`src/rtl/ewsm_pkg.sv`:
```
// ----------------------------------------------------------------------------
// ewsm_pkg
// Shared types and codes of the event window sequence matcher.
// ----------------------------------------------------------------------------
`default_nettype none

package ewsm_pkg;

    localparam int OPCODE_W   = 2;
    localparam int CODE_W     = 8;
    localparam int KEYS_W     = 64;
    localparam int LEN_W      = 4;
    localparam int TOL_W      = 4;
    localparam int CAP_W      = 4;
    localparam int MASK_W     = 8;
    localparam int COUNT_W    = 4;

    localparam logic [OPCODE_W-1:0] OP_PUSH   = 2'd0;
    localparam logic [OPCODE_W-1:0] OP_SEARCH = 2'd1;
    localparam logic [OPCODE_W-1:0] OP_CLEAR  = 2'd2;

    localparam logic [CAP_W-1:0] CAPACITY_RESET = 4'd5;

    typedef struct packed {
        logic [OPCODE_W-1:0] opcode;
        logic [CODE_W-1:0]   event_code;
        logic [KEYS_W-1:0]   pattern_keys;
        logic [LEN_W-1:0]    pattern_length;
        logic [TOL_W-1:0]    skip_tolerance;
    } ewsm_item_t;

    typedef struct packed {
        logic                found;
        logic [MASK_W-1:0]   match_mask;
        logic [COUNT_W-1:0]  event_count;
    } ewsm_result_t;

endpackage

`default_nettype wire

```
`src/rtl/ewsm_ram.sv`:
```
// ----------------------------------------------------------------------------
// ewsm_ram
// Generic single-write, single-read RAM with a registered read port.
// ----------------------------------------------------------------------------
`default_nettype none

module ewsm_ram #(
    parameter int WIDTH = 8,
    parameter int DEPTH = 8
) (
    input  wire logic                     clk,
    input  wire logic                     we,
    input  wire logic [$clog2(DEPTH)-1:0] waddr,
    input  wire logic [WIDTH-1:0]         wdata,
    input  wire logic [$clog2(DEPTH)-1:0] raddr,
    output logic      [WIDTH-1:0]         rdata
);

    logic [WIDTH-1:0] mem [DEPTH];

    always_ff @(posedge clk)
    begin
        if (we)
        begin
            mem[waddr] <= wdata;
        end
        rdata <= mem[raddr];
    end

endmodule

`default_nettype wire

```
`src/rtl/ewsm_ctrl.sv`:
```
// ----------------------------------------------------------------------------
// ewsm_ctrl
// Window bookkeeping and search sequencer around the event RAM.
// ----------------------------------------------------------------------------
`default_nettype none

module ewsm_ctrl import ewsm_pkg::*; #(
    parameter int WINDOW_DEPTH = 8,
    parameter int MAX_PATTERN  = 8,
    parameter int KEY_BITS     = 8
) (
    input  wire logic               clk,
    input  wire logic               rst_n,
    input  wire logic [CAP_W-1:0]   capacity,
    input  wire logic               in_valid,
    output logic                    in_ready,
    input  wire ewsm_item_t         in_item,
    output logic                    res_valid,
    input  wire logic               res_ready,
    output ewsm_result_t            res
);

    localparam int PTR_W  = $clog2(WINDOW_DEPTH);
    localparam int CNT_W  = $clog2(WINDOW_DEPTH + 1);
    localparam int CW     = (CNT_W > CAP_W) ? CNT_W : CAP_W;
    localparam int NT_W   = $clog2(MAX_PATTERN + 1);
    localparam int NT_IW  = ($clog2(MAX_PATTERN) > 0) ? $clog2(MAX_PATTERN) : 1;
    localparam int KBUF_W = MAX_PATTERN * KEY_BITS;

    localparam logic [2:0] ST_IDLE   = 3'd0;
    localparam logic [2:0] ST_PUSH   = 3'd1;
    localparam logic [2:0] ST_S_NEXT = 3'd2;
    localparam logic [2:0] ST_S_READ = 3'd3;
    localparam logic [2:0] ST_S_CMP  = 3'd4;
    localparam logic [2:0] ST_S_MASK = 3'd5;
    localparam logic [2:0] ST_DONE   = 3'd6;

    // (ptr + pos) mod depth, both operands below depth
    function automatic logic [PTR_W-1:0] wrap_add(
        input logic [PTR_W-1:0] ptr,
        input logic [CNT_W-1:0] pos
    );
        logic [CNT_W:0] sum;
        sum = (CNT_W+1)'(ptr) + (CNT_W+1)'(pos);
        if (sum >= (CNT_W+1)'(WINDOW_DEPTH))
        begin
            sum = sum - (CNT_W+1)'(WINDOW_DEPTH);
        end
        return sum[PTR_W-1:0];
    endfunction

    logic [2:0]              state_reg,   state_next;
    logic [CNT_W-1:0]        held_reg,    held_next;
    logic [PTR_W-1:0]        oldest_reg,  oldest_next;
    logic [CNT_W-1:0]        cursor_reg,  cursor_next;
    logic [WINDOW_DEPTH-1:0] marks_reg,   marks_next;
    logic [CNT_W-1:0]        k_reg,       k_next;
    logic [CNT_W-1:0]        j_reg,       j_next;
    logic [NT_W-1:0]         ntaken_reg,  ntaken_next;
    logic [TOL_W-1:0]        skips_reg,   skips_next;
    logic [WINDOW_DEPTH-1:0] taken_reg,   taken_next;
    logic [WINDOW_DEPTH-1:0] newly_reg,   newly_next;
    logic [PTR_W-1:0]        slot_reg,    slot_next;
    logic                    found_reg,   found_next;
    logic [MASK_W-1:0]       mask_reg,    mask_next;

    // item payload, no reset
    logic [KBUF_W-1:0]       keys_reg;
    logic [NT_W-1:0]         len_reg;
    logic [TOL_W-1:0]        tol_reg;
    logic [KEY_BITS-1:0]     code_reg;

    logic                    ram_we;
    logic [PTR_W-1:0]        ram_waddr;
    logic [PTR_W-1:0]        ram_raddr;
    logic [KEY_BITS-1:0]     ram_rdata;

    logic                    accept;
    logic [CW-1:0]           eff_cap;
    logic                    drop;
    logic [PTR_W-1:0]        push_oldest;
    logic [CNT_W-1:0]        push_held;
    logic [PTR_W-1:0]        push_slot;
    logic [KEY_BITS-1:0]     key_cur;
    logic                    key_hit;
    logic [WINDOW_DEPTH-1:0] taken_new;
    logic [NT_W-1:0]         len_clamped;

    ewsm_ram #(
        .WIDTH (KEY_BITS),
        .DEPTH (WINDOW_DEPTH)
    ) u_event_ram (
        .clk   (clk),
        .we    (ram_we),
        .waddr (ram_waddr),
        .wdata (code_reg),
        .raddr (ram_raddr),
        .rdata (ram_rdata)
    );

    assign in_ready  = (state_reg == ST_IDLE);
    assign accept    = in_valid && in_ready;
    assign res_valid = (state_reg == ST_DONE);

    assign res.found       = found_reg;
    assign res.match_mask  = mask_reg;
    assign res.event_count = COUNT_W'(held_reg);

    // capacity zero acts as one, above the depth acts as the depth
    always_comb
    begin
        eff_cap = CW'(capacity);
        if (capacity == '0)
        begin
            eff_cap = CW'(1);
        end
        else if (CW'(capacity) > CW'(WINDOW_DEPTH))
        begin
            eff_cap = CW'(WINDOW_DEPTH);
        end
    end

    assign drop        = (CW'(held_reg) >= eff_cap) && (held_reg != '0);
    assign push_oldest = drop ? wrap_add(oldest_reg, CNT_W'(1)) : oldest_reg;
    assign push_held   = drop ? held_reg - CNT_W'(1) : held_reg;
    assign push_slot   = wrap_add(push_oldest, push_held);

    assign key_cur   = keys_reg[ntaken_reg[NT_IW-1:0] * KEY_BITS +: KEY_BITS];
    assign key_hit   = (ram_rdata == key_cur);
    assign taken_new = taken_reg | (WINDOW_DEPTH'(1) << slot_reg);

    assign len_clamped = (in_item.pattern_length > LEN_W'(MAX_PATTERN))
                       ? NT_W'(MAX_PATTERN) : NT_W'(in_item.pattern_length);

    always_comb
    begin
        state_next  = state_reg;
        held_next   = held_reg;
        oldest_next = oldest_reg;
        cursor_next = cursor_reg;
        marks_next  = marks_reg;
        k_next      = k_reg;
        j_next      = j_reg;
        ntaken_next = ntaken_reg;
        skips_next  = skips_reg;
        taken_next  = taken_reg;
        newly_next  = newly_reg;
        slot_next   = slot_reg;
        found_next  = found_reg;
        mask_next   = mask_reg;
        ram_we      = 1'b0;
        ram_waddr   = push_slot;
        ram_raddr   = wrap_add(oldest_reg, j_reg);

        case (state_reg)
            ST_IDLE:
            begin
                if (accept)
                begin
                    found_next = 1'b0;
                    mask_next  = '0;
                    case (in_item.opcode)
                        OP_PUSH:
                        begin
                            state_next = ST_PUSH;
                        end
                        OP_SEARCH:
                        begin
                            k_next     = cursor_reg;
                            state_next = (len_clamped == '0) ? ST_DONE : ST_S_NEXT;
                        end
                        OP_CLEAR:
                        begin
                            marks_next  = '0;
                            held_next   = '0;
                            oldest_next = '0;
                            state_next  = ST_DONE;
                        end
                        default:
                        begin
                            state_next = ST_DONE;
                        end
                    endcase
                end
            end

            ST_PUSH:
            begin
                if (cursor_reg != '0)
                begin
                    cursor_next = cursor_reg - CNT_W'(1);
                end
                oldest_next           = push_oldest;
                held_next             = push_held + CNT_W'(1);
                ram_we                = 1'b1;
                marks_next[push_slot] = 1'b0;
                state_next            = ST_DONE;
            end

            // start a new attempt at position k
            ST_S_NEXT:
            begin
                if (k_reg >= held_reg)
                begin
                    state_next = ST_DONE;
                end
                else
                begin
                    j_next      = k_reg;
                    ntaken_next = '0;
                    skips_next  = '0;
                    taken_next  = '0;
                    state_next  = ST_S_READ;
                end
            end

            ST_S_READ:
            begin
                if (j_reg >= held_reg)
                begin
                    k_next     = k_reg + CNT_W'(1);
                    state_next = ST_S_NEXT;
                end
                else
                begin
                    slot_next  = ram_raddr;
                    state_next = ST_S_CMP;
                end
            end

            ST_S_CMP:
            begin
                if (key_hit)
                begin
                    if (ntaken_reg + NT_W'(1) == len_reg)
                    begin
                        marks_next  = marks_reg | taken_new;
                        newly_next  = taken_new & ~marks_reg;
                        cursor_next = j_reg + CNT_W'(1);
                        found_next  = 1'b1;
                        state_next  = ST_S_MASK;
                    end
                    else
                    begin
                        ntaken_next = ntaken_reg + NT_W'(1);
                        taken_next  = taken_new;
                        j_next      = j_reg + CNT_W'(1);
                        state_next  = ST_S_READ;
                    end
                end
                // first entry must equal key 0, else the skip budget is spent
                else if ((ntaken_reg == '0) || (skips_reg >= tol_reg))
                begin
                    k_next     = k_reg + CNT_W'(1);
                    state_next = ST_S_NEXT;
                end
                else
                begin
                    skips_next = skips_reg + TOL_W'(1);
                    j_next     = j_reg + CNT_W'(1);
                    state_next = ST_S_READ;
                end
            end

            // newly marked slots back to window positions
            ST_S_MASK:
            begin
                for (int p = 0; p < MASK_W; p++)
                begin
                    if (p < WINDOW_DEPTH)
                    begin
                        mask_next[p] = newly_reg[wrap_add(oldest_reg, CNT_W'(p))];
                    end
                    else
                    begin
                        mask_next[p] = 1'b0;
                    end
                end
                state_next = ST_DONE;
            end

            ST_DONE:
            begin
                if (res_ready)
                begin
                    state_next = ST_IDLE;
                end
            end

            default:
            begin
                state_next = ST_IDLE;
            end
        endcase
    end

    always_ff @(posedge clk or negedge rst_n)
    begin
        if (!rst_n)
        begin
            state_reg  <= ST_IDLE;
            held_reg   <= '0;
            oldest_reg <= '0;
            cursor_reg <= '0;
            marks_reg  <= '0;
            k_reg      <= '0;
            j_reg      <= '0;
            ntaken_reg <= '0;
            skips_reg  <= '0;
            taken_reg  <= '0;
            newly_reg  <= '0;
            slot_reg   <= '0;
            found_reg  <= 1'b0;
            mask_reg   <= '0;
        end
        else
        begin
            state_reg  <= state_next;
            held_reg   <= held_next;
            oldest_reg <= oldest_next;
            cursor_reg <= cursor_next;
            marks_reg  <= marks_next;
            k_reg      <= k_next;
            j_reg      <= j_next;
            ntaken_reg <= ntaken_next;
            skips_reg  <= skips_next;
            taken_reg  <= taken_next;
            newly_reg  <= newly_next;
            slot_reg   <= slot_next;
            found_reg  <= found_next;
            mask_reg   <= mask_next;
        end
    end

    always_ff @(posedge clk)
    begin
        if (accept)
        begin
            keys_reg <= in_item.pattern_keys[KBUF_W-1:0];
            len_reg  <= len_clamped;
            tol_reg  <= in_item.skip_tolerance;
            code_reg <= in_item.event_code[KEY_BITS-1:0];
        end
    end

endmodule

`default_nettype wire

```
`src/rtl/event_window_sequence_matcher.sv`:
```
// ----------------------------------------------------------------------------
// event_window_sequence_matcher
// Sliding window of event codes with a gap-tolerant subsequence search.
// ----------------------------------------------------------------------------
// One beat is taken at a time and answered with exactly one result beat.
// A push passes through the PUSH and DONE states before its result is
// loaded into the output register; a clear, an unknown opcode or a
// zero-length search goes straight to DONE. A search walks the window
// through the S_READ and S_CMP states for each entry, since each
// compare waits on the registered read of the event RAM; it ends sooner
// when the cursor is near the end of the window or the pattern fails
// early. A result waiting in the output register does not block the
// next input beat. There is no clearing pass after reset; the user must
// write window_capacity through cfg_we / cfg_wdata only while the block
// is idle, which the block itself does not enforce.
`default_nettype none

module event_window_sequence_matcher import ewsm_pkg::*; #(
    parameter int WINDOW_DEPTH = 8,
    parameter int MAX_PATTERN  = 8,
    parameter int KEY_BITS     = 8
) (
    input  wire logic              clk,
    input  wire logic              rst_n,
    // window_capacity register
    input  wire logic              cfg_we,
    input  wire logic [CAP_W-1:0]  cfg_wdata,
    // input beats
    input  wire logic              s_tvalid,
    output logic                   s_tready,
    input  wire logic [79:0]       s_tdata,  // event_code, pattern_keys, pattern_length,
                                             // skip_tolerance
    input  wire logic [1:0]        s_tuser,  // opcode
    // result beats
    output logic                   m_tvalid,
    input  wire logic              m_tready,
    output logic [15:0]            m_tdata   // found, match_mask, event_count, zero pad
);

    logic [CAP_W-1:0] capacity_reg, capacity_next;
    logic             m_tvalid_reg, m_tvalid_next;
    logic [15:0]      m_tdata_reg;

    ewsm_item_t       item;
    ewsm_result_t     res;
    logic             res_valid;
    logic             res_ready;

    assign item.opcode         = s_tuser;
    assign item.event_code     = s_tdata[7:0];
    assign item.pattern_keys   = s_tdata[71:8];
    assign item.pattern_length = s_tdata[75:72];
    assign item.skip_tolerance = s_tdata[79:76];

    ewsm_ctrl #(
        .WINDOW_DEPTH (WINDOW_DEPTH),
        .MAX_PATTERN  (MAX_PATTERN),
        .KEY_BITS     (KEY_BITS)
    ) u_ctrl (
        .clk       (clk),
        .rst_n     (rst_n),
        .capacity  (capacity_reg),
        .in_valid  (s_tvalid),
        .in_ready  (s_tready),
        .in_item   (item),
        .res_valid (res_valid),
        .res_ready (res_ready),
        .res       (res)
    );

    assign capacity_next = cfg_we ? cfg_wdata : capacity_reg;

    // output register frees as its beat leaves
    assign res_ready     = !m_tvalid_reg || m_tready;
    assign m_tvalid_next = (res_valid && res_ready) ? 1'b1
                         : (m_tready ? 1'b0 : m_tvalid_reg);

    always_ff @(posedge clk or negedge rst_n)
    begin
        if (!rst_n)
        begin
            capacity_reg <= CAPACITY_RESET;
            m_tvalid_reg <= 1'b0;
        end
        else
        begin
            capacity_reg <= capacity_next;
            m_tvalid_reg <= m_tvalid_next;
        end
    end

    always_ff @(posedge clk)
    begin
        if (res_valid && res_ready)
        begin
            m_tdata_reg <= {3'b000, res.event_count, res.match_mask, res.found};
        end
    end

    assign m_tvalid = m_tvalid_reg;
    assign m_tdata  = m_tdata_reg;

endmodule

`default_nettype wire

```
`config.mk`:
```
export PLATFORM = sky130hd
export DESIGN_NAME = event_window_sequence_matcher
export DESIGN_NICKNAME = d
export VERILOG_FILES = /design/src/rtl/ewsm_pkg.sv /design/src/rtl/ewsm_ram.sv /design/src/rtl/ewsm_ctrl.sv /design/src/rtl/event_window_sequence_matcher.sv
export SDC_FILE = /design/constraint.sdc
export NUM_CORES = 1
export LEC_CHECK = 0
export BUFFER_PORTS_ARGS = -buffer_cell sky130_fd_sc_hd__clkbuf_2
export CAP_MARGIN = 20
export CELL_PAD_IN_SITES_DETAIL_PLACEMENT = 1
export CELL_PAD_IN_SITES_GLOBAL_PLACEMENT = 1
export CORE_MARGIN = 4
export CORE_UTILIZATION = 53
export CTS_CLUSTER_DIAMETER = 40
export DETAILED_ROUTE_END_ITERATION = 8
export GPL_TIMING_DRIVEN = 1
export PLACE_DENSITY_LB_ADDON = 0.1
export SLEW_MARGIN = 25
export SYNTH_ARGS = -nofsm -noshare
export SYNTH_HDL_FRONTEND = slang
export SYNTH_SLANG_ARGS = --single-unit
export TNS_END_PERCENT = 5
```
`constraint.sdc`:
```
create_clock -name clk -period 7.72 [get_ports clk]
set_input_delay 0.772 -clock clk [delete_from_list [all_inputs] [get_ports clk]]
set_output_delay 0.772 -clock clk [all_outputs]
set_load 0.02 [all_outputs]
```
==> results of run 1 <==
[worst max-delay path: stages (launching register included)]
cell,delay (ns)
dfrtp_1,0.63
inv_1,0.16
ha_1,0.30
nand2b_1,0.09
a2111oi_0,0.09
nor3_1,0.61
o21ai_1,0.42
o21ai_0,0.38
inv_1,0.11
fa_1,0.42
xnor2_1,0.28
xor2_1,0.50
nand2_1,0.15
nor3_1,0.78
[worst min-delay path by stage]
stage / start / endpoint
after floorplan: u_ctrl.mask_reg[0] / m_tdata[1]
after global placement: u_ctrl.mask_reg[3] / m_tdata[4]
after detailed placement: u_ctrl.mask_reg[0] / m_tdata[1]
after CTS: s_tdata[2] / u_ctrl.code_reg[2]
after global routing: rst_n / u_ctrl.held_reg[2]
final: rst_n / u_ctrl.mask_reg[5]
[layer usage]
metal / global-route usage [%] / vias to the layer above / wire (microns)
met4: 7.28 / 0 / 614
met3: 4.42 / 45 / 1430
met1: 31.9 / 3513 / 10900
met5: 0 / - / 0
li1: - / 3136 / -
met2: 43.1 / 220 / 13800
[Yosys cell counts (6+ instances only)]
master,instances,area share [%]
nor2_1,45,1.6
mux2_2,22,2.3
a21oi_1,24,1.1
dfxtp_1,8,1.5
o21ai_0,38,1.8
a211oi_1,6,0.42
dfrtp_1,69,16
mux4_2,32,6.8
xor2_1,17,1.4
or3_1,7,0.41
mux2i_1,21,2.0
o22a_1,9,0.74
ha_1,27,3.2
nand3_1,20,0.94
nand2_1,47,1.7
nor3_1,16,0.75
nand2b_1,8,0.47
inv_1,30,1.1
a21o_1,9,0.64
edfxtp_1,157,44
o2bb2ai_1,9,0.74
clkbuf_1,22,0.78
a31oi_1,15,0.88
xnor2_1,9,0.74
o22ai_1,7,0.41
[cells by family after synthesis]
kind of cell               count (synthesis)  synth area share, %
DFF                                      236                 62.7
muxes                                     76                 11.2
xor gates and xnor gates                  26                 2.15
adders and majority gates                 29                 3.56
other                                      1               0.0353
AOI/OAI and AO/OA                        155                 9.89
buffers and inverters                     69                 2.95
and+or+nand+nor                          169                 7.53
[stage by stage]
step,setup slack [ns],power [uW],utilization [%],instances,area [sq um]
after floorplan,3.28,2950,-,763,10600
after global placement,2.92,3320,57.8,1100,11300
after detailed placement,2.34,3440,57.9,1100,11300
after CTS,2.22,5210,64.6,1168,12700
after global routing,1.96,5460,64.8,1169,12700
final,2.41,5190,64.8,1169,12700
[power breakdown]
group | internal (uW) | switching (uW)
Combinational | 677 | 953
Clock | 1090 | 622
Sequential | 1610 | 233
Total | 3380 | 1810
[cell type report]
| cell class | instances | area [sq um] |
|---|---|---|
| clock buffers | 42 | 1010 |
| multi-input cells | 458 | 3700 |
| inverters | 30 | 114 |
| fillers | 1896 | 6890 |
| repair buffers | 112 | 602 |
| well taps | 265 | 332 |
| clock inverters | 26 | 295 |
| flip-flops and latches | 236 | 6650 |
==> reports/results.ini, run 1 <==
[timing]
fin_tns_setup_ns=0
rsz0062_at_grt=no
period_needed_ns=5.31
hold_viol_final=0
setup_violations=0
max_freq_ghz=0.188
finalClockSkew_ns=0.0234
relSlewSlack_pct=31.4
holdWs_ns=0.369
fin_crit_sh_pct=68.7
slew_viol_final=0
tightest_slew_ns=1.02

[clocking]
ctsResizeCount=0
cts_sinks=236
cts-root-buf=clkbuf_16
cts_buffer_depth=3
clk_pin_slew_worst_paths_ns=0.06
h-tree-depth=2
clock_latency_ns=0.51
cts_inserted_buffers=37
cts_setup_buffers=0
holdBufCountCts=0
cts_tree=done

[die]
dieArea_sq_um=22400
design.core.area_sq_um=19600
ios=109
die_y_microns=150
die_w_microns=150
initial_utilization_pct=54.2
rows=51

[grt]
grt_max_degree=82
grt_usage_pct=24.7
first_global_vias=7630
grt_pass1_wl_microns=42800
antenna_found_initial=0
grt-ovfl-total=0

[worst_setup_path]
crit_path_end=u_ctrl.u_event_ram.mem[6][1]
startpoint=u_ctrl.held_reg[0]
critPathKind=flop to flop
rrSetupSlack_ns=2.41
rr_endpoint=u_ctrl.u_event_ram.mem[6][1]
crit_arrival_ns=5.43
timing.rr.start=u_ctrl.held_reg[0]
cp.required_ns=7.85
worst_r2r_path_depth=13
end_kind=flop
critPathLaunchType=flop
crit_fanout=12

[routing]
wl_per_cell_microns=22.9
drtAntennaViolNets=0
drc=0
dr.first_iter.drc_count=538
vias=6914
wl_microns=26800
viasPerCell=5.91
first_pass_iters=5

[final_layout]
n_antenna_cell=0
layout_common_cells=157 x edfxtp_1, 104 x clkbuf_2, 69 x dfrtp_1, 47 x nand2_1, 45 x nor2_1
syn2layout_area_growth_pct=19.6
fin_nets=995
layout_commonest_cell=edfxtp_1
drive_above_1_share_pct=28.2

[logic_synthesis]
synth_seq_cells=236
syn_inst=761
syn_avg_cell_area_sq_um=13.9
synth_warnings=0
ys.flop_type=edfxtp_1
synth_edf_count=157
syn-cell-area_sq_um=10600
yosysSeqAreaShare_pct=62.7
synthArstFlopShare_pct=30.1
yosysUniqueCellTypes=64

[run]
max-cap-violations=0

[worst_hold_path]
holdCritPathClass=primary input to asynchronous set/reset pin

[pwr]
peakVddDrop_mv=0.236
leakage_uw=0.00496
power_density_nw_per_um2=409

[placement]
dp_hpwl_microns=18000
routabilityCongestion=0.794
io_buffer_count=105

[run_status]
status=complete, no violations

Note: power is estimated with default switching activity, not from simulation.
==> run 2, diff against run 1 <==
CORE_UTILIZATION = 49   (was 53)
clock period = 5 ns   (was 7.72 ns; I/O delays follow)
==> run 2 against run 1 <==
Critical path depth grew 4. Global-route usage decreased by 2.6 points. Count of clock-buffer cells in the layout up 2. Clock skew shrank 0.0037 ns. Sequential power is 52% higher. Critical path type unchanged. Largest cell class unchanged.
==> reports/results.ini, run 2 (synthesis results as in run 1) <==
[routing]
first_pass_iters=5  ; unchanged
wl_microns=26000  ; -2.8%
viasPerCell=5.77  ; -2.5%
dr.first_iter.drc_count=357  ; -34%
wl_per_cell_microns=21.9  ; -4.4%
drtAntennaViolNets=0  ; unchanged
vias=6850  ; -0.93%
drc=0  ; unchanged

[die]
dieArea_sq_um=24100  ; +7.7%
design.core.area_sq_um=21200  ; +8.0%
die_w_microns=155  ; +3.8%
die_y_microns=155  ; +3.8%
ios=109  ; unchanged
initial_utilization_pct=50.2  ; -4.0 points
rows=53  ; +3.9%

[clocking]
cts_setup_buffers=0  ; unchanged
cts-root-buf=clkbuf_16
cts_inserted_buffers=37  ; unchanged
cts_buffer_depth=3  ; unchanged
cts_tree=done
holdBufCountCts=0  ; unchanged
clock_latency_ns=0.51  ; about the same
h-tree-depth=2  ; unchanged
clk_pin_slew_worst_paths_ns=0.06  ; about the same
cts_sinks=236  ; unchanged

[run]
max-cap-violations=0  ; unchanged

[run_status]
status=complete, no violations

[timing]
fin_crit_sh_pct=89.1  ; +20 points
period_needed_ns=4.46  ; -0.851 ns
relSlewSlack_pct=33.8  ; +2.4 points
setup_ws_ns=0.545  ; -1.87 ns
fin_tns_setup_ns=0  ; unchanged
hold_viol_final=0  ; unchanged
setup_violations=0  ; unchanged
slew_viol_final=0  ; unchanged
finalClockSkew_ns=0.0197  ; -0.00374 ns
tightest_slew_ns=0.993  ; -0.0297 ns
max_freq_ghz=0.224  ; +19%
rsz0062_at_grt=no

[pwr]
leakage_uw=0.00499  ; +0.53%
peakVddDrop_mv=0.419  ; +77%
power_density_nw_per_um2=623  ; +53%

[final_layout]
stdcell_count=1188  ; +1.6%
multiInputGateArea_sq_um=3690  ; -0.17%
syn2layout_area_growth_pct=19.8
layout_commonest_cell=edfxtp_1
fin_nets=1006  ; +1.1%
fillerInstances=2048  ; +8.0%
seq_area_sq_um=6660  ; about the same
drive_above_1_share_pct=28.8  ; +0.60 points
n_antenna_cell=0  ; unchanged
layout_common_cells=157 x edfxtp_1, 104 x clkbuf_2, 68 x dfrtp_1, 47 x nand2_1, 43 x nor2_1
fin_util_pct=60.1  ; -4.7 points

[placement]
routabilityCongestion=0.830  ; +4.5%
dp_slack_ns=0.268  ; -2.07 ns
io_buffer_count=105  ; unchanged
dp_hpwl_microns=18100  ; +0.17%
numPlacedInstances=1122  ; +2.0%

[grt]
grt_usage_pct=22.1  ; -2.6 points
grt_pass1_wl_microns=42100  ; -1.6%
antenna_found_initial=0  ; unchanged
grt_max_degree=80  ; -2.4%
grt-ovfl-total=0  ; unchanged
first_global_vias=7522  ; -1.4%

[worst_setup_path]
cp.required_ns=5.21  ; -2.64 ns
crit_arrival_ns=4.66  ; -0.77 ns
crit_fanout=8  ; -4
critPathLaunchType=flop
end_kind=flop
critPathKind=flop to flop

[worst_hold_path]
holdCritPathClass=primary input to asynchronous set/reset pin

-- run 2: cell count changes in the layout (fill, tap and decap cells not counted), sizes merged --
cell / change
clkinv: -1
buf: +11
inv: -4
bufinv: +1
clkbuf: +2
-- run 2: layout make-up --
type / instances / area share (%)
clock buffer: 44 / 7.72
timing repair buffer: 123 / 5.19
multi-input combinational: 458 / 29.0
clock inverter: 22 / 2.15
sequential: 236 / 52.3
inverter: 30 / 0.895
tap: 275 / 2.71
-- run 2: metal layers --
layer	track usage (%)	share of wire [%]	vias up	wire [microns]
li1	-	-	3152	-
met1	29.6	42	3484	11000
met4	5.79	2.0	0	523
met5	0	0	-	0
met2	37.8	51	174	13400
met3	3.78	4.4	40	1140
-- run 2: worst paths after layout --
check	from	to	slack (ns)	depth (start not counted)
setup / recovery	capacity_reg[2]	u_ctrl.u_event_ram.mem[7][3]	0.54	17
hold / removal	rst_n	u_ctrl.held_reg[3]	0.08	1
setup reg to reg	capacity_reg[2]	u_ctrl.u_event_ram.mem[7][3]	0.54	17
hold reg to reg	u_ctrl.found_reg	m_tdata[0]	0.45	0
max in group asynchronous	rst_n	u_ctrl.ntaken_reg[2]	3.84	2
min in group clk	s_tdata[7]	u_ctrl.code_reg[7]	0.17	1
-- run 2: report_power, final --
| part | internal, uW | switching, uW | leakage, uW |
|---|---|---|---|
| registers | 2490 | 306 | 0.00245 |
| clock network | 1670 | 907 | 0.000615 |
| logic | 1060 | 1480 | 0.00193 |
| total | 5230 | 2700 | 0.00499 |
-- run 2: what timing repair did --
| item | CTS | global route |
|---|---|---|
| endpoints found under the hold margin | 0 | 0 |
| resized for setup | 0 | 5 |
| setup endpoints to repair | 0 | 41 |
-- run 2: stage by stage --
stage	total power (uW)	cell area, sq um	hold WS, ns
floorplan	4550	10600	0.204
global placement	5160	11400	0.432
detailed placement	5320	11400	0.438
CTS	7970	12700	0.0900
global route	8380	12700	0.127
finish	7930	12700	0.0791
-- run 2: worst max-delay path, cell delays in order (launching register included) --
cell and delay, ns:
dfstp_2 0.54, nor2_1 0.05, nor2_1 0.09, nor2_1 0.05, ha_1 0.26, nand2b_1 0.14
a2111oi_0 0.48, nor3_2 0.17, o21ai_2 0.20, inv_1 0.15, nor3_1 0.16, nor2_1 0.08
fa_1 0.37, xnor2_1 0.35, xor2_1 0.41, nand2_1 0.18, nor3_1 0.24, buf_4 0.22
==> run 3, diff against run 2 <==
PLACE_DENSITY = 0.91   (was default)
PLACE_DENSITY_LB_ADDON = default   (was 0.1)
REMOVE_ABC_BUFFERS = 1   (was default)
==> run 3 against run 2 <==
Largest power group unchanged. Routed wire length is 16% higher. Count of clock-buffer cells in the layout down 10. The flow now finishes with violations (negative hold slack). Combinational power increased by 5%. Non-clock buffer count is 2 higher. Highest routed layer unchanged. Sequential share of layout area grew 0.42 points.
==> reports/results.ini, run 3 (synthesis results as in run 1) <==
[run_status]
status=complete, but fails checks
violations=negative hold slack

[worst_setup_path]
crit_path_frequent_cell=nor2_1
end_kind=flop
crit_slowest_cell=dfstp_2
cp.required_ns=5.27  ; +0.06 ns
critPathLaunchType=flop
crit_family=simple AND/OR/NAND/NOR gates
critPathKind=flop to flop
worstPathCellList=nor2_1 > nor2_1 > nor2_1 > ha_1 > nand2b_1 > a2111oi_0 > nor3_2 > o21ai_1 > inv_1 > nor3_1 > nor2_1 > fa_1 > xnor2_1 > xor2_1 > buf_4 > nand2_1 > nor3_1 > buf_4
crit_fanout=8  ; unchanged
critical-path-max-stage-delay_ns=0.53  ; about the same
cp_num_buf_inv=3  ; +1
crit_arrival_ns=4.88  ; +0.22 ns

[die]
rows=53  ; unchanged
die_w_microns=155  ; unchanged
ios=109  ; unchanged
design.core.area_sq_um=21200  ; unchanged
initial_utilization_pct=50.2  ; unchanged
dieArea_sq_um=24100  ; unchanged
die_y_microns=155  ; unchanged

[routing]
first_pass_iters=5  ; unchanged
dr.first_iter.drc_count=649  ; +82%
wl_microns=30100  ; +16%
vias=7303  ; +6.6%
drc=0  ; unchanged
drtAntennaViolNets=0  ; unchanged
viasPerCell=6.18  ; +7.2%
wl_per_cell_microns=25.5  ; +16%

[timing]
slew_viol_final=0  ; unchanged
finalClockSkew_ns=0.0128  ; -0.00682 ns
rsz0062_at_grt=no
holdWs_ns=-0.00914  ; -0.0882 ns
tightest_slew_ns=1.04  ; +0.0464 ns
setup_violations=0  ; unchanged
max_freq_ghz=0.217  ; -3.3%
hold_viol_final=8  ; +8
period_needed_ns=4.61  ; +0.151 ns
fin_tns_setup_ns=0  ; unchanged
fin_crit_sh_pct=92.1  ; +3.0 points
relSlewSlack_pct=30.3  ; -3.5 points

[grt]
antenna_found_initial=0  ; unchanged
grt_use_met2_pct=43.6  ; +5.8 points
first_global_vias=7861  ; +4.5%
met1_usage_pct=29.9  ; +0.32 points
grt-ovfl-total=0  ; unchanged
grt_pass1_wl_microns=45900  ; +9.0%
grt_max_degree=81  ; +1.3%
grtUsageMet3_pct=3.76  ; -0.028 points
busiest_layer=met2
grt_usage_pct=24.6  ; +2.4 points

[clocking]
holdBufCountCts=0  ; unchanged
h-tree-depth=1  ; -1
clk_pin_slew_worst_paths_ns=0.07  ; about the same
cts_inserted_buffers=31  ; -16%
cts-root-buf=clkbuf_16
clock_latency_ns=0.56  ; +0.05 ns
cts_tree=done
cts_sinks=236  ; unchanged
cts_buffer_depth=3  ; unchanged

[worst_hold_path]
holdCritPathClass=primary input to asynchronous set/reset pin

[pwr]
finalPower_uw=7880  ; -0.62%
leakage_uw=0.00494  ; -1.1%
peakVddDrop_mv=0.468  ; +12%
power_density_nw_per_um2=624  ; +0.19%

[final_layout]
fin_nets=1002  ; -0.40%
n_antenna_cell=0  ; unchanged
layout_commonest_cell=edfxtp_1
fin_util_pct=59.6  ; -0.48 points
syn2layout_area_growth_pct=18.9
layout_common_cells=157 x edfxtp_1, 104 x clkbuf_2, 69 x dfrtp_1, 47 x nand2_1, 42 x nor2_1
drive_above_1_share_pct=28.2  ; -0.58 points

[placement]
routabilityCongestion=0.870  ; +4.9%
dp_hpwl_microns=18600  ; +3.1%
io_buffer_count=105  ; unchanged

[run]
max-cap-violations=0  ; unchanged

[run 3: cell types whose count changed in the layout (fill, tap and decap cells not counted), sizes merged]
cell,before,now
clkinv,9,7
clkinvlp,3,2
clkbuf,148,138
inv,35,40
buf,19,21
[run 3: cell type report]
type                       count  area, sq um
tap                          275          344
sequential                   236         6650
inverter                      30          113
multi-input combinational    458         3690
timing repair buffer         125          708
fill                        2033         8540
clock buffer                  34          797
clock inverter                24          313
[run 3: repair_timing]
| action | 4_1_cts | 5_1_grt |
|---|---|---|
| setup endpoints to repair | 0 | 40 |
| gates resized for setup | 0 | 5 |
| buffers inserted | 0 | 0 |
[run 3: metal layers]
layer / up-vias / wire, microns
met4: 0 / 1610
met5: - / 0
met1: 3694 / 10900
met3: 102 / 1830
met2: 359 / 15800
li1: 3148 / -
[run 3: power by group]
group	internal (uW)	switching (uW)	leakage (uW)
sequential	2480	351	0.00245
combinational	1100	1570	0.00195
clock	1440	932	0.000539
total	5030	2850	0.00494
[run 3: worst paths after layout]
path | startpoint | to | slack (ns) | depth (start not counted)
worst max register to register | capacity_reg[2] | u_ctrl.u_event_ram.mem[7][4] | 0.39 | 18
max in group asynchronous | rst_n | u_ctrl.state_reg[2] | 4.43 | 3
worst min register to register | u_ctrl.mask_reg[1] | m_tdata[2] | 0.45 | 0
min in group clk | s_tdata[27] | u_ctrl.keys_reg[19] | 0.11 | 1
worst max-delay path | capacity_reg[2] | u_ctrl.u_event_ram.mem[7][4] | 0.39 | 18
worst min-delay path | rst_n | u_ctrl.taken_reg[1] | -0.009 | 2
[run 3: stage by stage]
step / instance area [sq um] / setup slack (ns) / std cells
3_5_place_dp: 11400 / 0.157 / 1122
5_1_grt: 12600 / 0.0326 / 1182
3_3_place_gp: 11400 / 0.572 / 1122
4_1_cts: 12500 / 0.000847 / 1180
6_report: 12600 / 0.394 / 1182
2_1_floorplan: 10400 / 0.630 / 724
